### src/hw/rtl/pal16_pkg.sv
// Shared constants, types and the scale8 helper for the 16-entry palette lookup.
// No dependencies; imported by pal16_mix and the top level.
package pal16_pkg;

	localparam int PAL_DEPTH  = 16;
	localparam int PAL_AW     = $clog2(PAL_DEPTH);
	localparam int CHAN_W     = 8;
	localparam int RGB_W      = 3 * CHAN_W;
	localparam int IN_DATA_W  = 56;
	localparam int OUT_DATA_W = RGB_W;

	localparam int POS_LSB  = 12;
	localparam int FRAC_LSB = 4;

	localparam logic [PAL_AW-1:0] LAST_ENTRY = PAL_AW'(PAL_DEPTH - 1);
	localparam logic [CHAN_W-1:0] FULL8      = 8'hFF;

	// 1: scale8 is (x*(s+1))>>8, 0: (x*s)>>8 with +1 after dimming
	localparam logic SCALE_FIXED = 1'b1;

	localparam logic OP_LOOKUP = 1'b0;
	localparam logic OP_WRITE  = 1'b1;

	typedef struct packed {
		logic              blend;
		logic [CHAN_W-1:0] frac;
		logic [CHAN_W-1:0] bright;
	} pal16_ctl_t;

	function automatic logic [CHAN_W-1:0] scale8(input logic [CHAN_W-1:0] x,
			input logic [CHAN_W-1:0] s);
		logic [CHAN_W:0]     m;
		logic [2*CHAN_W:0]   p;
		m = SCALE_FIXED ? ({1'b0, s} + 9'd1) : {1'b0, s};
		p = {9'd0, x} * {8'd0, m};
		return p[2*CHAN_W-1:CHAN_W];
	endfunction

endpackage

### src/hw/rtl/pal16_mix.sv
// Blend and brightness datapath: two register stages after the palette read.
// Depends on pal16_pkg (scale8, pal16_ctl_t).
module pal16_mix import pal16_pkg::*; (
	input  logic             clk,
	input  logic             adv,
	input  logic [RGB_W-1:0] c1,
	input  logic [RGB_W-1:0] c2,
	input  pal16_ctl_t       ctl,
	output logic [RGB_W-1:0] rgb
);

	logic [RGB_W-1:0]  blend_d;
	logic [RGB_W-1:0]  blend_s2;
	logic [CHAN_W-1:0] bright_s2;
	logic [RGB_W-1:0]  dim_d;
	logic [RGB_W-1:0]  rgb_q;
	logic [CHAN_W-1:0] b_inc;

	always_comb begin
		for (int k = 0; k < 3; k++) begin
			if (ctl.blend) begin
				blend_d[k*CHAN_W +: CHAN_W] = scale8(c1[k*CHAN_W +: CHAN_W], FULL8 - ctl.frac)
					+ scale8(c2[k*CHAN_W +: CHAN_W], ctl.frac);
			end else begin
				blend_d[k*CHAN_W +: CHAN_W] = c1[k*CHAN_W +: CHAN_W];
			end
		end
	end

	// brightness 255 passes through, so b+1 never wraps on the dim path
	assign b_inc = bright_s2 + 8'd1;

	always_comb begin
		for (int k = 0; k < 3; k++) begin
			if (bright_s2 == FULL8) begin
				dim_d[k*CHAN_W +: CHAN_W] = blend_s2[k*CHAN_W +: CHAN_W];
			end else if (bright_s2 == '0 || blend_s2[k*CHAN_W +: CHAN_W] == '0) begin
				dim_d[k*CHAN_W +: CHAN_W] = '0;
			end else begin
				dim_d[k*CHAN_W +: CHAN_W] = scale8(blend_s2[k*CHAN_W +: CHAN_W], b_inc)
					+ (SCALE_FIXED ? 8'd0 : 8'd1);
			end
		end
	end

	always_ff @(posedge clk) begin
		if (adv) begin
			blend_s2  <= blend_d;
			bright_s2 <= ctl.bright;
			rgb_q     <= dim_d;
		end
	end

	assign rgb = rgb_q;

endmodule

### src/hw/rtl/palette16_interpolated_lookup.sv
// Top level: 16-entry RGB palette memory with blended, dimmed lookup.
// Depends on pal16_pkg and pal16_mix.
//
//  channel   | group                        | moves
//  ----------+------------------------------+---------------------------------
//  input     | s_tvalid/s_tready/s_tdata/   | palette write or lookup
//            | s_tuser                      |
//  output    | m_tvalid/m_tready/m_tdata    | one RGB result per lookup
//  config    | blend_enable_we/_wdata       | blend enable register
//
// One transaction per cycle unless the output stalls; a lookup result passes the palette
// read, blend and dim multiply registers in turn. A write lands in the palette at its
// accept edge, so a lookup in the next cycle sees it. The palette has two read ports.
// Reset clears the entry valid bits (palette reads black) and sets blend on.
// While the output holds an untaken result, the whole pipeline and input stall.
module palette16_interpolated_lookup import pal16_pkg::*; (
	input  logic                  clk,
	input  logic                  arst_n,
	input  logic                  blend_enable_we,
	input  logic                  blend_enable_wdata,
	input  logic                  s_tvalid,
	output logic                  s_tready,
	// entry_number[3:0], entry_color[27:4], color_index[43:28], brightness[51:44], zero
	input  logic [IN_DATA_W-1:0]  s_tdata,
	// opcode
	input  logic                  s_tuser,
	output logic                  m_tvalid,
	input  logic                  m_tready,
	// red_out[7:0], green_out[15:8], blue_out[23:16]
	output logic [OUT_DATA_W-1:0] m_tdata
);

	logic                  adv;
	logic                  acc;
	logic [PAL_AW-1:0]     in_num;
	logic [RGB_W-1:0]      in_color;
	logic [15:0]           in_index;
	logic [CHAN_W-1:0]     in_bright;
	logic [PAL_AW-1:0]     hi;
	logic [PAL_AW-1:0]     hi_nxt;
	logic [CHAN_W-1:0]     frac;

	logic                  blend_enable_q;
	logic [PAL_DEPTH-1:0]  ent_vld_q;
	logic [RGB_W-1:0]      pal_mem [PAL_DEPTH];
	logic [RGB_W-1:0]      rd1_s1;
	logic [RGB_W-1:0]      rd2_s1;
	logic                  rv1_s1;
	logic                  rv2_s1;
	logic                  v_s1;
	logic                  v_s2;
	logic                  m_tvalid_q;
	pal16_ctl_t            ctl_s1;
	logic [RGB_W-1:0]      c1;
	logic [RGB_W-1:0]      c2;
	logic [RGB_W-1:0]      rgb;

	assign adv      = !m_tvalid_q || m_tready;
	assign s_tready = adv;
	assign acc      = s_tvalid && adv;

	assign in_num    = s_tdata[3:0];
	assign in_color  = s_tdata[27:4];
	assign in_index  = s_tdata[43:28];
	assign in_bright = s_tdata[51:44];

	assign hi     = in_index[POS_LSB +: PAL_AW];
	assign frac   = in_index[FRAC_LSB +: CHAN_W];
	assign hi_nxt = (hi == LAST_ENTRY) ? '0 : hi + 1'b1;

	always_ff @(posedge clk) begin
		if (acc && s_tuser == OP_WRITE) begin
			pal_mem[in_num] <= in_color;
		end
		if (adv) begin
			rd1_s1        <= pal_mem[hi];
			rd2_s1        <= pal_mem[hi_nxt];
			ctl_s1.blend  <= blend_enable_q && (frac != '0);
			ctl_s1.frac   <= frac;
			ctl_s1.bright <= in_bright;
		end
	end

	always_ff @(posedge clk or negedge arst_n) begin
		if (!arst_n) begin
			blend_enable_q <= 1'b1;
			ent_vld_q      <= '0;
			rv1_s1         <= 1'b0;
			rv2_s1         <= 1'b0;
			v_s1           <= 1'b0;
			v_s2           <= 1'b0;
			m_tvalid_q     <= 1'b0;
		end else begin
			if (blend_enable_we) begin
				blend_enable_q <= blend_enable_wdata;
			end
			if (acc && s_tuser == OP_WRITE) begin
				ent_vld_q[in_num] <= 1'b1;
			end
			if (adv) begin
				rv1_s1     <= ent_vld_q[hi];
				rv2_s1     <= ent_vld_q[hi_nxt];
				v_s1       <= acc && (s_tuser == OP_LOOKUP);
				v_s2       <= v_s1;
				m_tvalid_q <= v_s2;
			end
		end
	end

	// never-written entries read as black
	assign c1 = rv1_s1 ? rd1_s1 : '0;
	assign c2 = rv2_s1 ? rd2_s1 : '0;

	pal16_mix u_mix (
		.clk (clk),
		.adv (adv),
		.c1  (c1),
		.c2  (c2),
		.ctl (ctl_s1),
		.rgb (rgb)
	);

	assign m_tvalid = m_tvalid_q;
	assign m_tdata  = {rgb[7:0], rgb[15:8], rgb[23:16]};

endmodule

### config.mk
export PLATFORM = sky130hd
export DESIGN_NAME = palette16_interpolated_lookup
export DESIGN_NICKNAME = d
export VERILOG_FILES = /design/src/hw/rtl/pal16_pkg.sv /design/src/hw/rtl/pal16_mix.sv /design/src/hw/rtl/palette16_interpolated_lookup.sv
export SDC_FILE = /design/constraint.sdc
export NUM_CORES = 2
export LEC_CHECK = 0
export BUFFER_PORTS_ARGS = -buffer_cell sky130_fd_sc_hd__buf_4
export CAP_MARGIN = 10
export CORE_MARGIN = 2
export CORE_UTILIZATION = 45
export DETAILED_ROUTE_END_ITERATION = 6
export REMOVE_ABC_BUFFERS = 1
export SLEW_MARGIN = 10
export SYNTH_ARGS = -nofsm -noshare
export SYNTH_HDL_FRONTEND = slang
export SYNTH_SLANG_ARGS = --single-unit
### constraint.sdc
create_clock -name clk -period 13.1 [get_ports clk]
set_clock_uncertainty 0.05 [all_clocks]
set_input_delay 1.31 -clock clk [delete_from_list [all_inputs] [get_ports clk]]
set_output_delay 1.31 -clock clk [all_outputs]
set_load 0.03 [all_outputs]
==> results.cfg <==
[outcome]
status = finished, final reports clean

[power_and_ir_drop]
power_mw = 10.9
leakage_nw = 19.5
peakVddDrop_uv = 191
powerDensity_mw_per_mm2 = 236

[global_routing]
antenna_found_initial = 2
grt_pass1_vias = 27400
gr-usage-all-layers_pct = 21.4
grt_max_degree = 71
grt_pass1_wl_um = 157000
overflow = 0

[clocking]
postCtsResizedCells = 0
clock_latency_ps = 650
clk_path_buf_depth = 3
clkTransAtPathRegs_ps = 70
cts_root_buf = clkbuf_16
cts_tree = done
cts_sinks = 527
htree_num_levels = 2
cts_setup_buffers = 0
cts_buffers = 59
hold_buffers = 0

[place]
hpwl_um = 67300
io_buffers = 80
place_congestion = 0.817

[floorplan]
dieHeight_um = 310
rows = 112
core_mm2 = 0.0929
die_area_mm2 = 0.0958
die_x_um = 310
initial_core_util_pct = 45.2
io_pins = 89

[sta]
max_freq_mhz = 125
fin_crit_sh_pct = 61.0
hold_violations = 0
setup_viol = 0
final.setup.tns_ps = 0
slew_viol_final = 0
relSlewSlack_pct = 35.6
fin_crit_ps = 7990
rsz0062_at_grt = false
tightest_slew_ps = 966

[synth]
yosysUniqueCellTypes = 69
synth_edf_count = 505
syn_inst = 3325
avgSynthCellArea_um2 = 12.6
async_flop_share_pct = 4.17
syn_area_mm2 = 0.0420
ys_seq_elements = 527
synth_top_flop_cell = edfxtp_1
synth_top_area_cell = edfxtp_1
yosys-top-cells-area = edfxtp_1, fa_1, mux4_2
yosys-top-cells-count = edfxtp_1, inv_1, nor2_1
synth_most_common_cell = edfxtp_1
ys.warnings.count = 0
yosysTopAreaCellShare_pct = 36.1
ys_seq_area_share_pct = 37.4

[routing]
final_antenna_net_count = 0
avgRoutedWirePerCell_um = 21.2
drt_iter0_markers = 1780
vias = 25700
vias_per_cell = 5.51
drtPass1Iterations = 5
wl_um = 98800
route.detailed.drc = 0

[setup_path]
cp_max_fo = 24
worstPathArrival_ps = 8400
cpMaxStageDelayCell = xor2_1
crit_required_ps = 13510
path_class = reg2reg
max_stage_delay_ps = 700
cp-end-kind = flip-flop
critPathLaunchType = flip-flop

[cells_and_area]
synthToLayoutAreaGrowth_pct = 9.99
nNetsFinal = 4109
diodes = 0
n_fill_cell = 8145
drive_gt1_share_pct = 16.5
post-route-util_pct = 49.7

[flow_run]
maxCapViolations = 0

[hold_path]
hold_class = reg2reg
## metrics by stage
| step | cells | worst slack (ps) | hold WS (ps) | area [µm²] |
|---|---|---|---|---|
| floorplan | 3168 | 659 | 350 | 41400 |
| global placement | 4561 | 5150 | 355 | 44200 |
| detailed placement | 4561 | 5080 | 355 | 44200 |
| CTS | 4672 | 5050 | 373 | 46200 |
| global route | 4672 | 4460 | 377 | 46200 |
| finish | 4672 | 5110 | 370 | 46200 |
## power by group
group	internal [mW]	switching, mW
clock	0.969	0.717
combinational	3.10	3.76
sequential	2.18	0.203
total	6.25	4.68
## cells in the final DEF (no fill, tap or decap), drive strengths merged, types with 36 or more instances in the layout
cell,n
and3,48
and2,164
ha,315
o21ai,45
fa,363
nand3,81
edfxtp,505
clkbuf,65
buf,139
xnor2,93
nand2,153
inv,422
mux4,250
nor3,38
a21oi,41
or2,36
nor2,375
## cell type report
type	count	area [µm²]	share of cell area, %
Multi-Input combinational cell	2224	24300	52.7
Timing Repair Buffer	139	1050	2.27
Clock buffer	65	1500	3.24
Sequential cell	527	15700	34.0
Clock inverter	46	479	1.04
Tap cell	1254	1570	3.39
Inverter	417	1570	3.39
## metal layers
metal	vias to the layer above	track usage, %	share of wire, %
li1	11700	-	-
met1	13300	28.7	43
met2	625	37.0	50
met3	122	3.08	5.6
met5	-	0	0.018
met4	2	4.73	2.0
## final timing paths
kind | startpoint | to | slack (ps) | depth (start not counted)
max | ctl_s1[8] | u_mix.blend_s2[7] | 5110 | 26
min | ctl_s1[5] | u_mix.bright_s2[5] | 370 | 0
max reg2reg | ctl_s1[8] | u_mix.blend_s2[7] | 5110 | 26
min reg2reg | ctl_s1[5] | u_mix.bright_s2[5] | 370 | 0
max in group asynchronous | arst_n | blend_enable_q | 12200 | 1
min in group asynchronous | arst_n | v_s1 | 500 | 1
## sequential cells by signal, summed over array words and instances (netlist names), 8 cells and up
register / flops
ctl_s1: 17
ent_vld_q: 16
pal_mem: 384
rd1_s1: 24
rd2_s1: 24
u_mix.blend_s2: 24
u_mix.bright_s2: 8
u_mix.rgb: 24
## cell families after synthesis
logic type,after synthesis,share of synthesized area (%)
compound gates,196,3.31
xor+xnor,130,2.81
fa+ha+maj,678,26.7
buf+inv,574,5.24
flops,527,37.4
mux,259,13.6
simple gates,961,10.9
## critical path: cells and delay by family (launching register included)
kind | cells | cell delay [ps]
buf+inv | 6 | 920
flops | 1 | 320
xor+xnor | 4 | 1550
fa+ha+maj | 6 | 2560
simple gates | 5 | 950
compound gates | 5 | 1420
Note: power is estimated with default switching activity, not from simulation.
